--- src/sv/pcc_pkg.sv ---
// pcc_pkg: constants, types and helper functions for the pair co-occurrence counter
// used by pcc_ram, pcc_seq and pair_cooccurrence_counter
`timescale 1ns / 1ps

package pcc_pkg;

  localparam int MAX_VALUE       = 45;
  localparam int PICKS           = 5;
  localparam int COUNT_BITS      = 16;
  localparam int NUM_PICK_FIELDS = 5;
  localparam int VAL_W           = 6;
  localparam int OUT_W           = 16;
  localparam int DEPTH           = MAX_VALUE * MAX_VALUE;
  localparam int ADDR_W          = $clog2(DEPTH);
  localparam int PI_W            = (PICKS > 1) ? $clog2(PICKS) : 1;
  localparam longint OUT_MAX     = (64'd1 << OUT_W) - 64'd1;

  localparam logic ACT_ADD  = 1'b0;
  localparam logic ACT_READ = 1'b1;

  typedef logic [COUNT_BITS-1:0] count_t;
  typedef logic [ADDR_W-1:0]     addr_t;
  typedef logic [VAL_W-1:0]      val_t;

  typedef struct packed {
    logic   we;
    logic   re;
    addr_t  addr;
    count_t wdata;
  } mem_req_t;

  function automatic logic value_ok(input val_t v);
    return (v != '0) && ({26'd0, v} <= 32'(MAX_VALUE));
  endfunction

  // row-major index of pair (a,b), both in 1..MAX_VALUE
  function automatic addr_t pair_addr(input val_t a, input val_t b);
    addr_t ra;
    addr_t rb;
    ra = ADDR_W'(a) - ADDR_W'(1);
    rb = ADDR_W'(b) - ADDR_W'(1);
    return ADDR_W'(ra * ADDR_W'(MAX_VALUE)) + rb;
  endfunction

  function automatic logic [OUT_W-1:0] out_sat(input count_t c);
    logic [63:0] ext;
    ext = 64'(c);
    return (ext > OUT_MAX) ? OUT_W'(OUT_MAX) : OUT_W'(ext);
  endfunction

endpackage

--- src/sv/pcc_seq.sv ---
// pcc_seq: sequencer for clearing, pair walk and reads, with the shared saturating incrementer
// depends on pcc_pkg; drives pcc_ram through a mem_req_t
`timescale 1ns / 1ps

module pcc_seq
  import pcc_pkg::*;
(
  input  logic             clk,
  input  logic             rst_n,
  input  logic             start,
  output logic             busy,
  input  logic             in_action,
  input  val_t             in_pick [NUM_PICK_FIELDS],
  input  val_t             in_query_first,
  input  val_t             in_query_second,
  output logic             out_valid,
  output logic [OUT_W-1:0] out_pair_count,
  output mem_req_t         mem_req,
  input  count_t           mem_rdata
);

  localparam logic [2:0] S_CLEAR = 3'd0;
  localparam logic [2:0] S_IDLE  = 3'd1;
  localparam logic [2:0] S_PAIR  = 3'd2;
  localparam logic [2:0] S_INC   = 3'd3;
  localparam logic [2:0] S_QRY   = 3'd4;

  localparam count_t COUNT_MAX = '1;

  logic [2:0]       state_r, state_nxt;
  addr_t            clr_r, clr_nxt;
  val_t             pick_r [PICKS];
  val_t             pick_nxt [PICKS];
  logic [PICKS-1:0] valid_r, valid_nxt;
  logic [PI_W-1:0]  i_r, i_nxt;
  logic [PI_W-1:0]  j_r, j_nxt;
  addr_t            addr_r, addr_nxt;
  logic             out_valid_r, out_valid_nxt;
  logic [OUT_W-1:0] out_count_r, out_count_nxt;
  count_t           inc_val;
  logic             accept;
  logic             last_j;
  logic             last_i;

  assign accept = start && (state_r == S_IDLE);
  assign last_j = (j_r == PI_W'(PICKS - 1));
  assign last_i = (i_r == PI_W'(PICKS - 1));

  // shared saturating incrementer
  assign inc_val = (mem_rdata == COUNT_MAX) ? mem_rdata : mem_rdata + count_t'(1);

  always_comb begin
    logic [PICKS-1:0] dup;
    state_nxt     = state_r;
    clr_nxt       = clr_r;
    pick_nxt      = pick_r;
    valid_nxt     = valid_r;
    i_nxt         = i_r;
    j_nxt         = j_r;
    addr_nxt      = addr_r;
    out_valid_nxt = 1'b0;
    out_count_nxt = out_count_r;
    mem_req       = '0;
    dup           = '0;
    case (state_r)
      S_CLEAR: begin
        mem_req.we    = 1'b1;
        mem_req.addr  = clr_r;
        mem_req.wdata = '0;
        clr_nxt       = clr_r + addr_t'(1);
        if (clr_r == addr_t'(DEPTH - 1)) begin
          state_nxt = S_IDLE;
        end
      end
      S_IDLE: begin
        if (accept) begin
          if (in_action == ACT_ADD) begin
            for (int k = 0; k < PICKS; k++) begin
              for (int m = 0; m < k; m++) begin
                if (in_pick[m] == in_pick[k]) begin
                  dup[k] = 1'b1;
                end
              end
              pick_nxt[k]  = in_pick[k];
              valid_nxt[k] = value_ok(in_pick[k]) && !dup[k];
            end
            i_nxt     = '0;
            j_nxt     = '0;
            state_nxt = S_PAIR;
          end else if (value_ok(in_query_first) && value_ok(in_query_second)) begin
            mem_req.re   = 1'b1;
            mem_req.addr = pair_addr(in_query_first, in_query_second);
            state_nxt    = S_QRY;
          end else begin
            out_valid_nxt = 1'b1;
            out_count_nxt = '0;
          end
        end
      end
      S_PAIR: begin
        if (valid_r[i_r] && valid_r[j_r]) begin
          mem_req.re   = 1'b1;
          mem_req.addr = pair_addr(pick_r[i_r], pick_r[j_r]);
          addr_nxt     = pair_addr(pick_r[i_r], pick_r[j_r]);
          state_nxt    = S_INC;
        end else begin
          if (last_j) begin
            j_nxt = '0;
            if (last_i) begin
              state_nxt = S_IDLE;
            end else begin
              i_nxt = i_r + PI_W'(1);
            end
          end else begin
            j_nxt = j_r + PI_W'(1);
          end
        end
      end
      S_INC: begin
        mem_req.we    = 1'b1;
        mem_req.addr  = addr_r;
        mem_req.wdata = inc_val;
        state_nxt     = S_PAIR;
        if (last_j) begin
          j_nxt = '0;
          if (last_i) begin
            state_nxt = S_IDLE;
          end else begin
            i_nxt = i_r + PI_W'(1);
          end
        end else begin
          j_nxt = j_r + PI_W'(1);
        end
      end
      S_QRY: begin
        out_valid_nxt = 1'b1;
        out_count_nxt = out_sat(mem_rdata);
        state_nxt     = S_IDLE;
      end
      default: begin
        state_nxt = S_IDLE;
      end
    endcase
  end

  always_ff @(posedge clk) begin
    if (!rst_n) begin
      state_r     <= S_CLEAR;
      clr_r       <= '0;
      out_valid_r <= 1'b0;
      i_r         <= '0;
      j_r         <= '0;
    end else begin
      state_r     <= state_nxt;
      clr_r       <= clr_nxt;
      out_valid_r <= out_valid_nxt;
      i_r         <= i_nxt;
      j_r         <= j_nxt;
    end
  end

  always_ff @(posedge clk) begin
    pick_r      <= pick_nxt;
    valid_r     <= valid_nxt;
    addr_r      <= addr_nxt;
    out_count_r <= out_count_nxt;
  end

  assign busy           = (state_r != S_IDLE);
  assign out_valid      = out_valid_r;
  assign out_pair_count = out_count_r;

  a_no_write_idle: assert property (@(posedge clk) disable iff (!rst_n)
    (state_r == S_IDLE || state_r == S_QRY) |-> !mem_req.we)
    else $error("counter table written outside clear or increment");

  a_addr_range: assert property (@(posedge clk) disable iff (!rst_n)
    (mem_req.we || mem_req.re) |-> (32'(mem_req.addr) < DEPTH))
    else $error("counter table address out of range");

  a_accept_effect: assert property (@(posedge clk) disable iff (!rst_n)
    accept |=> (busy || out_valid))
    else $error("accepted word had no effect");

  a_out_source: assert property (@(posedge clk) disable iff (!rst_n)
    out_valid |-> ($past(state_r) == S_IDLE || $past(state_r) == S_QRY))
    else $error("result strobe from wrong state");

  a_inc_follows_read: assert property (@(posedge clk) disable iff (!rst_n)
    (state_r == S_INC) |-> $past(mem_req.re))
    else $error("increment without prior read");

endmodule

--- config.mk ---
export PLATFORM = sky130hd
export DESIGN_NAME = pcc_seq
export DESIGN_NICKNAME = d
export VERILOG_FILES = /design/src/sv/pcc_pkg.sv /design/src/sv/pcc_seq.sv
export SDC_FILE = /design/constraint.sdc
export NUM_CORES = 1
export LEC_CHECK = 0
export BUFFER_PORTS_ARGS = -buffer_cell sky130_fd_sc_hd__buf_2
export CAP_MARGIN = 0
export CORE_MARGIN = 3
export CORE_UTILIZATION = 45
export CTS_CLUSTER_DIAMETER = 120
export DETAILED_ROUTE_END_ITERATION = 10
export GPL_ROUTABILITY_DRIVEN = 0
export GPL_TIMING_DRIVEN = 0
export MAX_ROUTING_LAYER = met4
export PLACE_DENSITY_LB_ADDON = 0.05
export SYNTH_ARGS = -nofsm -noshare
export SYNTH_HDL_FRONTEND = slang
export SYNTH_SLANG_ARGS = --single-unit
--- constraint.sdc ---
create_clock -name clk -period 6 [get_ports clk]
set_clock_uncertainty 0.05 [all_clocks]
set_input_delay 0.6 -clock clk [delete_from_list [all_inputs] [get_ports clk]]
set_output_delay 0.6 -clock clk [all_outputs]
set_load 0.01 [all_outputs]
# After elaboration in Yosys (flattened, before gate mapping)
# Index checks and enable logic that the tools add are counted.
dict set report word_totals {
  output_inout_bits 47
  in_bits 62
  ff_bits 83
}
dict set report op_classes {
  n_addsub 10
  n_eq_ne 28
  bitwise_logic 3
  mul 2
  reduce_logical 34
  muxes 68
  magnitude_cmp 11
}
# op count
set ops {}
lappend ops {{$mux 16} 5}
lappend ops {{$eq 6x6->1} 10}
lappend ops {{$mux 12} 4}
lappend ops {{$pmux 11 s4} 1}
lappend ops {{$le 6x6->1 const B} 7}
lappend ops {{$mux 3} 14}
lappend ops {{$reduce_bool 6->1} 7}
lappend ops {{$bmux 6 s3} 2}
lappend ops {{$pmux 16 s2} 1}
lappend ops {{$mux 1} 28}
lappend ops {{$sub 6x1->7 const B} 4}
lappend ops {{$mux 6} 4}
lappend ops {{$add 11x11->11} 2}
lappend ops {{$mul 7x7->11 const B} 2}
lappend ops {{$pmux 3 s3} 2}
lappend ops {{$add 16x1->16 const B} 1}
lappend ops {{$eq 16x16->1 const B} 1}
lappend ops {{$logic_and 1x1->1} 14}
lappend ops {{$ne 2x2->1 const B} 6}
lappend ops {{$pmux 3 s4} 1}
lappend ops {{$add 11x1->11 const B} 1}
lappend ops {{$eq 11x11->1 const B} 1}
lappend ops {{$eq 3x3->1 const B} 3}
lappend ops {{$ge 4x4->1 const B} 2}
lappend ops {{21 further kinds} 33}

# Depth between registers and ports, before layout
# Gate-level depths: netlist of the first run.
dict set report logic_depth {
  depth_word 10
  ltp_mapped 23
}

# Worst setup path before layout of the first run
# Ideal clock, no wire load.
dict set report synth_path {
  path_kind {register to output}
  start {register i_r[0]}
  end {output mem_req[26] (netlist bit)}
  t_arrival_ns 5.613
  path_stages_with_launch 22
  required_time_ns 5.350
  slack_ns -0.263
  path_buffers 2
  path_cell_list {dfxtp_1 buf_6 buf_2 mux4_2 a21oi_1 ha_1 inv_1 a2111oi_4 xor2_2 nor2_1 fa_1 inv_1 fa_1 fa_1 inv_1 ha_1 or3_1 o21ai_0 a21oi_1 xor2_1 xnor2_1 a221o_1}
}
# element line_no
set synth_rtl {}
lappend synth_rtl {{start, declared} pcc_seq.sv:35} ;# logic [PI_W-1:0] i_r, i_nxt;
lappend synth_rtl {{start signal, assigned} pcc_seq.sv:157} ;# i_r <= i_nxt;
lappend synth_rtl {{end, declared} pcc_seq.sv:18} ;# output mem_req_t mem_req,

==> results of run 1 <==
## registers in the layout, summed over array words and instances (netlist names)
| name | cells |
|---|---|
| valid_r | 5 |
| pick_r | 30 |
| out_valid | 1 |
| addr_r | 11 |
| out_pair_count | 16 |
| i_r | 3 |
| state_r | 3 |
| j_r | 3 |
| clr_r | 11 |
## placed cells by master (no fill, tap or decap), drive strengths merged, types with 9 or more instances in the layout
cell / n
o21ai: 24
a21oi: 27
nand3: 23
nand2: 39
nor3: 17
inv: 102
fa: 33
a222oi: 9
xnor2: 67
and3: 13
mux4: 11
nor2b: 9
nor4: 9
xor2: 56
edfxtp: 62
nor2: 40
ha: 72
and2: 32
buf: 149
clkbuf: 50
dfxtp: 21
nand4: 13
## cell families after synthesis
kind of cell	count (synthesis)	share of synthesized area (%)
buf+inv	148	7.27
compound gates	105	9.34
simple gates	229	15.8
mux	19	4.26
fa+ha+maj	105	20.1
xor+xnor	123	13.9
flops	83	29.3
## worst max-delay path, delay by kind of cell (launching register included)
| family | cells | cell delay (ns) |
|---|---|---|
| xor gates and xnor gates | 3 | 0.56 |
| DFF | 1 | 0.33 |
| muxes | 1 | 0.53 |
| buffers and inverters | 8 | 0.88 |
| adders and majority gates | 5 | 1.84 |
| AOI/OAI and AO/OA | 5 | 0.93 |
| and+or+nand+nor | 2 | 0.36 |
## report_power, final
part	switching [W]	leakage (nW)	internal, W
Clock	0.000225	0.121	0.000281
Combinational	0.000274	3.20	0.000204
Sequential	0.00000260	0.757	0.000615
Total	0.000502	4.08	0.00110
## per-stage QoR
| stage | worst slack, ns | cell area [sq um] | util [%] | TNS (ns) |
|---|---|---|---|---|
| floorplan | 0.000695 | 7800 | - | 0 |
| global placement | -0.669 | 8610 | 51.4 | -1.19 |
| detailed placement | -0.724 | 8640 | 51.5 | -1.33 |
| CTS | -0.421 | 9240 | 55.1 | -0.669 |
| global route | -0.614 | 9470 | 56.5 | -1.27 |
| finish | -0.445 | 9470 | 56.5 | -0.599 |
## layout make-up
cell class,instances,area [sq um]
inverter,102,383
sequential,83,2290
timing repair buffer,141,802
fill,1499,7290
clock buffer,12,236
multi-input combinational,581,5230
clock inverter,4,27.5
buffer,46,229
tap,220,275
## timing repair
| action | CTS | global route |
|---|---|---|
| resized for setup | 54 | 27 |
| pin swaps | 20 | 14 |
| setup buffers | 19 | 13 |
| setup endpoints to repair | 5 | 5 |
| hold endpoints to repair | 0 | 0 |
## synthesized netlist by cell type (all sizes together) (13+ instances only)
| master | number | area (sq um) |
|---|---|---|
| clkbuf | 37 | 139 |
| nand3 | 23 | 115 |
| xnor2 | 67 | 587 |
| o21ai | 24 | 120 |
| xor2 | 56 | 498 |
| nor3 | 17 | 85.1 |
| edfxtp | 62 | 1860 |
| and2 | 32 | 200 |
| inv | 101 | 379 |
| nor2 | 40 | 150 |
| a21oi | 27 | 135 |
| and3 | 13 | 81.3 |
| dfxtp | 21 | 420 |
| fa | 33 | 661 |
| nand2 | 39 | 146 |
| nand4 | 13 | 81.3 |
| ha | 72 | 901 |
## final timing paths
| check | to | from | slack (ns) | cells past startpoint |
|---|---|---|---|---|
| min reg2reg | clr_r[5] | clr_r[5] | 0.49 | 2 |
| max reg2reg | addr_r[10] | i_r[0] | 0.71 | 22 |
| min | pick_r[16] | in_pick[16] | 0.40 | 1 |
| max | mem_req[26] | i_r[0] | -0.45 | 24 |
## per-layer routing
layer  GRT usage, %  vias to the layer above
met3           3.25                       19
met5              -                        -
met4           5.10                        0
met1           25.8                     3056
met2           34.9                      152
li1               -                     3092
==> results.yml, run 1 <==
floorplan:
  ioPinCount: 109
  die_h_microns: 138
  rows: 47
  core_sq_um: 16800
  floorplan.die_area_sq_um: 18900
  dieWidth_microns: 138
  start_util_pct: 46.4
timing:
  drv_slew: 0
  period_needed_ns: 6.45
  rsz0062_at_grt: "true"
  holdWs_ns: 0.397
  setup_viol: 3
  fin_ws_ns: -0.445
  fmaxAchievable_ghz: 0.155
  slew_headroom_pct: 17.4
  tightest_slew_ns: 1.23
  period_share_pct: 107
  hold_violations: 0
drt:
  wl_met1_mm: 8.53
  drtAntennaViolNets: 0
  num_vias: 6319
  vias_per_cell: 5.31
  wl_met3_microns: 947
  dr_wl_met2_mm: 9.53
  drcViolationCount: 0
  wirelength_mm: 19.2
  first_pass_iters: 5
  wl_per_cell_microns: 16.2
  drtIter0Drc: 337
  routed.top_layer: "met4"
logic_synthesis:
  synth-edff-count: 62
  synth-seq-area-share_pct: 29.3
  netlist_area_sq_um: 7780
  synth_seq_cells: 83
  syn_inst: 812
  synth.distinct_cells: 61
  syn_nets: 979
  ys.warnings.count: 0
  syn_avg_cell_area_sq_um: 9.59
  synthFlopType: "edfxtp_1"
  async_flop_share_pct: 0
global_route:
  antenna_found_initial: 0
  gr-total-overflow: 0
  grt_usage_pct: 20.5
  grt_max_degree: 21
  grt_pass1_vias: 6160
  grt_pass1_wl_mm: 30.0
pwr:
  p_per_area_nw_per_um2: 169
  max-vdd-ir-drop_uv: 125
  p_leak_nw: 4.08
  p_total_w: 0.00160
outcome:
  status: "finished, violations left"
  violations: "setup timing"
final_layout:
  drive_above_1_share_pct: 23.8
  fin_nets: 1131
  stdcell_count: 1189
  diodes: 0
  area_delta_synth_final_pct: 21.6
worst_setup_path:
  crit_required_ns: 5.35
  arrival_ns: 5.80
  cp_slowest_cell: "fa_2"
  critPathLaunchType: "flop"
  crit_fanout: 4
  critical_path.cell_chain: "buf_6 > buf_12 > mux4_2 > a21oi_4 > ha_4 > inv_2 > a2111oi_4 > buf_4 > xor2_4 > buf_6 > nor2_2 > fa_1 > inv_2 > fa_2 > fa_1 > inv_2 > ha_4 > or3_1 > o21ai_2 > a21oi_2 > xor2_2 > xnor2_2 > a221o_1 > buf_2"
  critical_path.max_stage_delay_ns: 0.56
  critPathMostFrequentCell: "inv_2"
  critical_path_class: "reg -> out"
  endpoint_kind: "output pin"
place:
  hpwl_mm: 15.2
  place_inst: 1141
  portBuffers: 107
clock_tree:
  path_clk_slew_ns: 0.06
  clock-root-buffer: "clkbuf_16"
  cts.sinks: 83
  htree_num_levels: 3
  cts_made_buffers: 9
  cts-hold-fix-buffers: 0
  clockBufferDepth: 2
  clk_latency_ns: 0.34
  cts_tree: "done"
worst_hold_path:
  worst_hold_path_type: "in -> reg"
job:
  maxCapViolCount: 0
No activity file was read; power rests on OpenSTA's default activity.
==> run 2, diff against run 1 <==
--- a/config.mk
+++ b/config.mk
@@ -9,6 +9,7 @@
 export CAP_MARGIN = 0
 export CORE_MARGIN = 3
 export CORE_UTILIZATION = 45
+export CTS_BUF_LIST = sky130_fd_sc_hd__clkbuf_8
 export CTS_CLUSTER_DIAMETER = 120
 export DETAILED_ROUTE_END_ITERATION = 10
 export GPL_ROUTABILITY_DRIVEN = 0
==> run 2 against run 1 <==
  * The run still ends with setup timing left
  * Register-to-register slack better by 0.03 ns
  * Global-route usage up 0.11 points
  * Critical path type unchanged
  * Clock power shrank 30%
  * Fmax decreased by 0.53%
==> results.yml, run 2 (synthesis results as in run 1) <==
timing:
  drv_slew: 0
  tightest_slew_ns: 1.22
  setup_viol: 3
  hold_violations: 0
  period_share_pct: 108
  slew_headroom_pct: 18.2
  fin_ws_ns: -0.480
  fmaxAchievable_ghz: 0.154
  rsz0062_at_grt: "true"
  period_needed_ns: 6.48
worst_setup_path:
  rr_startpoint: "i_r[0]"
  cp_slowest_cell: "mux4_2"
  critical_path.max_stage_delay_ns: 0.54
  reg2regPathDepth: 22
  r2r_end: "addr_r[10]"
  critPathMostFrequentCell: "inv_2"
  critPathLaunchType: "flop"
  critical_path_class: "reg -> out"
  rrSetupSlack_ns: 0.74
  critical_path.cell_chain: "buf_6 > buf_12 > mux4_2 > a21oi_4 > ha_4 > inv_2 > a2111oi_4 > buf_4 > xor2_4 > buf_6 > nor2_2 > fa_1 > inv_2 > fa_2 > fa_1 > inv_2 > ha_4 > or3_1 > o21ai_2 > a21oi_2 > xor2_2 > xnor2_2 > a221o_1 > buf_2"
  crit_required_ns: 5.35
  arrival_ns: 5.83
  endpoint_kind: "output pin"
  critPathTopFamily: "adder cells"
  cp_num_buf_inv: 8
  crit_fanout: 4
clock_tree:
  cts_tree: "done"
  clockBufferDepth: 2
  clk_latency_ns: 0.37
  path_clk_slew_ns: 0.08
  clock-root-buffer: "clkbuf_8"
  htree_num_levels: 3
  cts.sinks: 83
  cts_made_buffers: 9
pwr:
  p_total_w: 0.00145
  p_leak_nw: 4.03
  p_per_area_nw_per_um2: 155
  max-vdd-ir-drop_uv: 98.0
final_layout:
  register_area_sq_um: 2280
  fin_nets: 1132
  nFillCells: 1516
  diodes: 0
  final_common_cell: "buf_2"
  most-common-layout-cells: "buf_2 (107), inv_1 (93), ha_1 (66), xnor2_1 (64), edfxtp_1 (62)"
  largest_register: "pick_r"
  largest_reg_flops: 30
  stdcell_area_sq_um: 9340
  multi_input_area_sq_um: 5190
  area_delta_synth_final_pct: 20.0
  post-route-util_pct: 55.7
  drive_above_1_share_pct: 23.2
floorplan:
  floorplan.die_area_sq_um: 18900
  die_h_microns: 138
  dieWidth_microns: 138
  start_util_pct: 46.4
  ioPinCount: 109
  rows: 47
  core_sq_um: 16800
drt:
  vias_per_cell: 5.28
  wirelength_mm: 19.3
  drtAntennaViolNets: 0
  num_vias: 6281
  first_pass_iters: 6
  drcViolationCount: 0
  wl_per_cell_microns: 16.2
  drtIter0Drc: 315
place:
  hpwl_mm: 15.2
  placed_area_sq_um: 8640
  portBuffers: 107
  dp_slack_ns: -0.724
worst_hold_path:
  hold_end: "pick_r[10]"
  min_path_cells: 1
  worst_hold_path_type: "in -> reg"
  min-delay-start: "in_pick[10]"
global_route:
  grt_usage_pct: 20.7
  grt_pass1_vias: 6138
  grt_max_degree: 21
  antenna_found_initial: 0
  grt_pass1_wl_mm: 30.1
  gr-total-overflow: 0
outcome:
  violations: "setup timing"
  status: "finished, violations left"
job:
  maxCapViolCount: 0
## run 2: through the flow
| stage | TNS, ns | cells | hold WS (ns) |
|---|---|---|---|
| 4_1_cts | -0.787 | 1178 | 0.350 |
| 2_1_floorplan | 0 | 812 | 0.440 |
| 3_3_place_gp | -1.19 | 1139 | 0.471 |
| 6_report | -0.689 | 1190 | 0.371 |
| 3_5_place_dp | -1.33 | 1141 | 0.480 |
| 5_1_grt | -1.76 | 1190 | 0.345 |
## run 2: timing repair
| item | in CTS | in global routing |
|---|---|---|
| endpoints found under the setup margin | 5 | 5 |
| buffers inserted | 21 | 12 |
| resized for setup | 54 | 19 |
| pin swaps | 20 | 21 |
| hold buffers | 0 | 0 |
## run 2: metal layers
metal / up-vias / share of wire (%) / GRT usage, %
li1: 3098 / - / -
met3: 20 / 4.6 / 2.92
met1: 3012 / 45 / 25.9
met2: 151 / 50 / 34.9
met5: - / 0 / -
met4: 0 / 1.3 / 5.93
## run 2: how the worst max path moves through the flow
stage	start	endpoint	slack, ns	cells past startpoint
final	i_r[0]	mem_req[26]	-0.48	24
after global routing	i_r[1]	mem_req[26]	-0.65	23
after CTS	i_r[0]	mem_req[26]	-0.46	24
after detailed placement	j_r[0]	mem_req[26]	-0.72	23
after global placement	j_r[0]	mem_req[26]	-0.67	23
after floorplan	i_r[0]	mem_req[26]	0.0007	21
## run 2: final cells by class
class                   count  share of cell area [%]
multi-input cells         581                    55.6
flip-flops and latches     83                    24.5
repair buffers            142                    8.75
inverters                 102                    4.10
well taps                 220                    2.95
plain buffers              46                    2.40
clock buffers               9                    1.33
clock inverters             7                   0.415
## run 2: power by group
part | total (W) | internal, W | switching (W)
Clock | 0.000354 | 0.000146 | 0.000208
Sequential | 0.000616 | 0.000614 | 0.00000260
Combinational | 0.000480 | 0.000204 | 0.000277
==> run 3, diff against run 2 <==
==> constraint.sdc (replaced) <==
create_clock -name clk -period 8.1 [get_ports clk]
set_clock_uncertainty 0.05 [all_clocks]
set_input_delay 0.81 -clock clk [delete_from_list [all_inputs] [get_ports clk]]
set_output_delay 0.81 -clock clk [all_outputs]
set_load 0.01 [all_outputs]
==> run 3 against run 2 <==
  * The flow now finishes without violations
  * Hold slack better by 0.11 ns
  * Worst setup slack improved by 0.98 ns
  * Total power fell by 25%
  * Sequential power decreased by 26%
  * Die area unchanged
  * Global-route usage about the same
  * Critical path type unchanged
==> results.yml, run 3 (synthesis results as in run 1) <==
final_layout:
  nFillCells: 1590
  most-common-layout-cells: "buf_2 (109), inv_1 (103), ha_1 (72), xnor2_1 (67), edfxtp_1 (62)"
  largest_register: "pick_r"
  fin_nets: 1099
  drive_above_1_share_pct: 15.5
  largest_reg_flops: 30
  register_area_sq_um: 2280
  diodes: 0
  area_delta_synth_final_pct: 13.1
  multi_input_area_sq_um: 4950
  final_common_cell: "buf_2"
pwr:
  max-vdd-ir-drop_uv: 78.7
  p_leak_nw: 3.81
  p_clk_share_pct: 25.0
  comb_power_share_pct: 32.9
  p_total_w: 0.00109
  internal_power_w: 0.000724
  seqPwrFrac_pct: 42.1
  p_sw_w: 0.000361
  p_per_area_nw_per_um2: 123
  power.share.switching_pct: 33.2
worst_setup_path:
  r2r_end: "addr_r[10]"
  rrSetupSlack_ns: 1.85
  rr_startpoint: "j_r[0]"
  critPathMostFrequentCell: "inv_1"
  critical_path.cell_chain: "clkbuf_1 > buf_2 > mux4_2 > a21oi_1 > ha_1 > inv_1 > a221o_1 > a21oi_1 > nand3_1 > inv_1 > fa_1 > inv_1 > fa_1 > fa_1 > inv_1 > ha_1 > or3_1 > o21ai_0 > a21oi_1 > xor2_1 > xnor2_1 > a221o_1 > buf_2"
  cp-startpoint: "j_r[0]"
  crit_fanout: 10
  arrival_ns: 6.74
  critPathTopFamily: "adder cells"
  reg2regPathDepth: 21
  cp_slowest_cell: "mux4_2"
  endpoint_kind: "output pin"
  cp_num_cells: 23
  critical_path_class: "reg -> out"
  critical_path.max_stage_delay_ns: 0.56
  crit_required_ns: 7.24
  critPathLaunchType: "flop"
  cp_num_buf_inv: 7
floorplan:
  die_h_microns: 138
  core_sq_um: 16800
  dieWidth_microns: 138
  floorplan.die_area_sq_um: 18900
  ioPinCount: 109
  rows: 47
  start_util_pct: 46.4
drt:
  num_vias: 6214
  first_pass_iters: 7
  wl_per_cell_microns: 16.2
  drtIter0Drc: 304
  vias_per_cell: 5.38
  drcViolationCount: 0
  drtAntennaViolNets: 0
  wirelength_mm: 18.7
global_route:
  grt_pass1_wl_mm: 30.1
  grt_pass1_vias: 6272
  antenna_found_initial: 0
  gr-total-overflow: 0
  grt_usage_pct: 20.7
  grt_max_degree: 21
timing:
  slew_headroom_pct: 17.6
  drv_slew: 0
  period_share_pct: 93.9
  tns_ns: 0
  tightest_slew_ns: 1.23
  period_needed_ns: 7.60
  hold_violations: 0
  rsz0062_at_grt: "false"
  fmaxAchievable_ghz: 0.132
  setup_viol: 0
clock_tree:
  path_clk_slew_ns: 0.08
  clock-root-buffer: "clkbuf_8"
  htree_num_levels: 3
  cts_tree: "done"
  clk_latency_ns: 0.36
  cts_made_buffers: 9
  cts.sinks: 83
  clockBufferDepth: 2
  cts-hold-fix-buffers: 0
outcome:
  status: "finished, final reports clean"
worst_hold_path:
  min-delay-start: "clr_r[5]"
  min_path_cells: 2
  worst_hold_path_type: "reg -> reg"
  hold_end: "clr_r[5]"
job:
  maxCapViolCount: 0
place:
  hpwl_mm: 15.5
  portBuffers: 107
## run 3: layout make-up
type / count / area share (%)
multi-input cells: 581 / 56.2
flip-flops and latches: 83 / 25.9
repair buffers: 109 / 6.38
inverters: 102 / 4.35
well taps: 220 / 3.13
plain buffers: 46 / 2.08
clock buffers: 10 / 1.56
clock inverters: 5 / 0.355
## run 3: repair_timing
action | CTS | global route
hold endpoints to repair | 0 | 0
buffers inserted | 0 | 0
endpoints found under the setup margin | 0 | 1
resized for setup | 0 | 1
## run 3: through the flow
| stage | util [%] | area [sq um] | setup slack [ns] | hold WS (ns) | std cells |
|---|---|---|---|---|---|
| final | 52.5 | 8800 | 0.496 | 0.482 | 1156 |
| after global routing | 52.5 | 8800 | 0.104 | 0.550 | 1156 |
| after CTS | 52.5 | 8790 | 0.313 | 0.491 | 1156 |
| after detailed placement | 51.5 | 8630 | 0.760 | 0.483 | 1141 |
| after global placement | 51.3 | 8590 | 0.903 | 0.473 | 1139 |
| after floorplan | - | 7780 | 1.63 | 0.440 | 812 |
## run 3: power groups by stage
stage                     registers [W]  clock network, W  logic [W]
after floorplan                0.000466                 0   0.000256
after CTS                      0.000457          0.000282   0.000362
after global routing           0.000457          0.000301   0.000411
final                          0.000457          0.000271   0.000357
after detailed placement       0.000466                 0   0.000356
after global placement         0.000466                 0   0.000349
## run 3: worst max path at each step
stage | endpoint
after floorplan | mem_req[26]
after global placement | mem_req[26]
after detailed placement | mem_req[26]
after CTS | mem_req[26]
after global routing | mem_req[26]
final | mem_req[26]
## run 3: tightest hold or removal path, stage by stage (launching register included)
cell	delay [ns]
dfxtp_1	0.35
o21ai_0	0.07
a21boi_0	0.07
## run 3: layer usage
layer | routed length (microns) | share of wire (%) | up-vias | global-route usage (%)
met3 | 914 | 4.9 | 28 | 3.43
met4 | 345 | 1.8 | 0 | 6.54
met1 | 8210 | 44 | 2992 | 25.9
met2 | 9250 | 49 | 167 | 34.2
met5 | 0 | 0 | - | -
li1 | - | - | 3027 | -
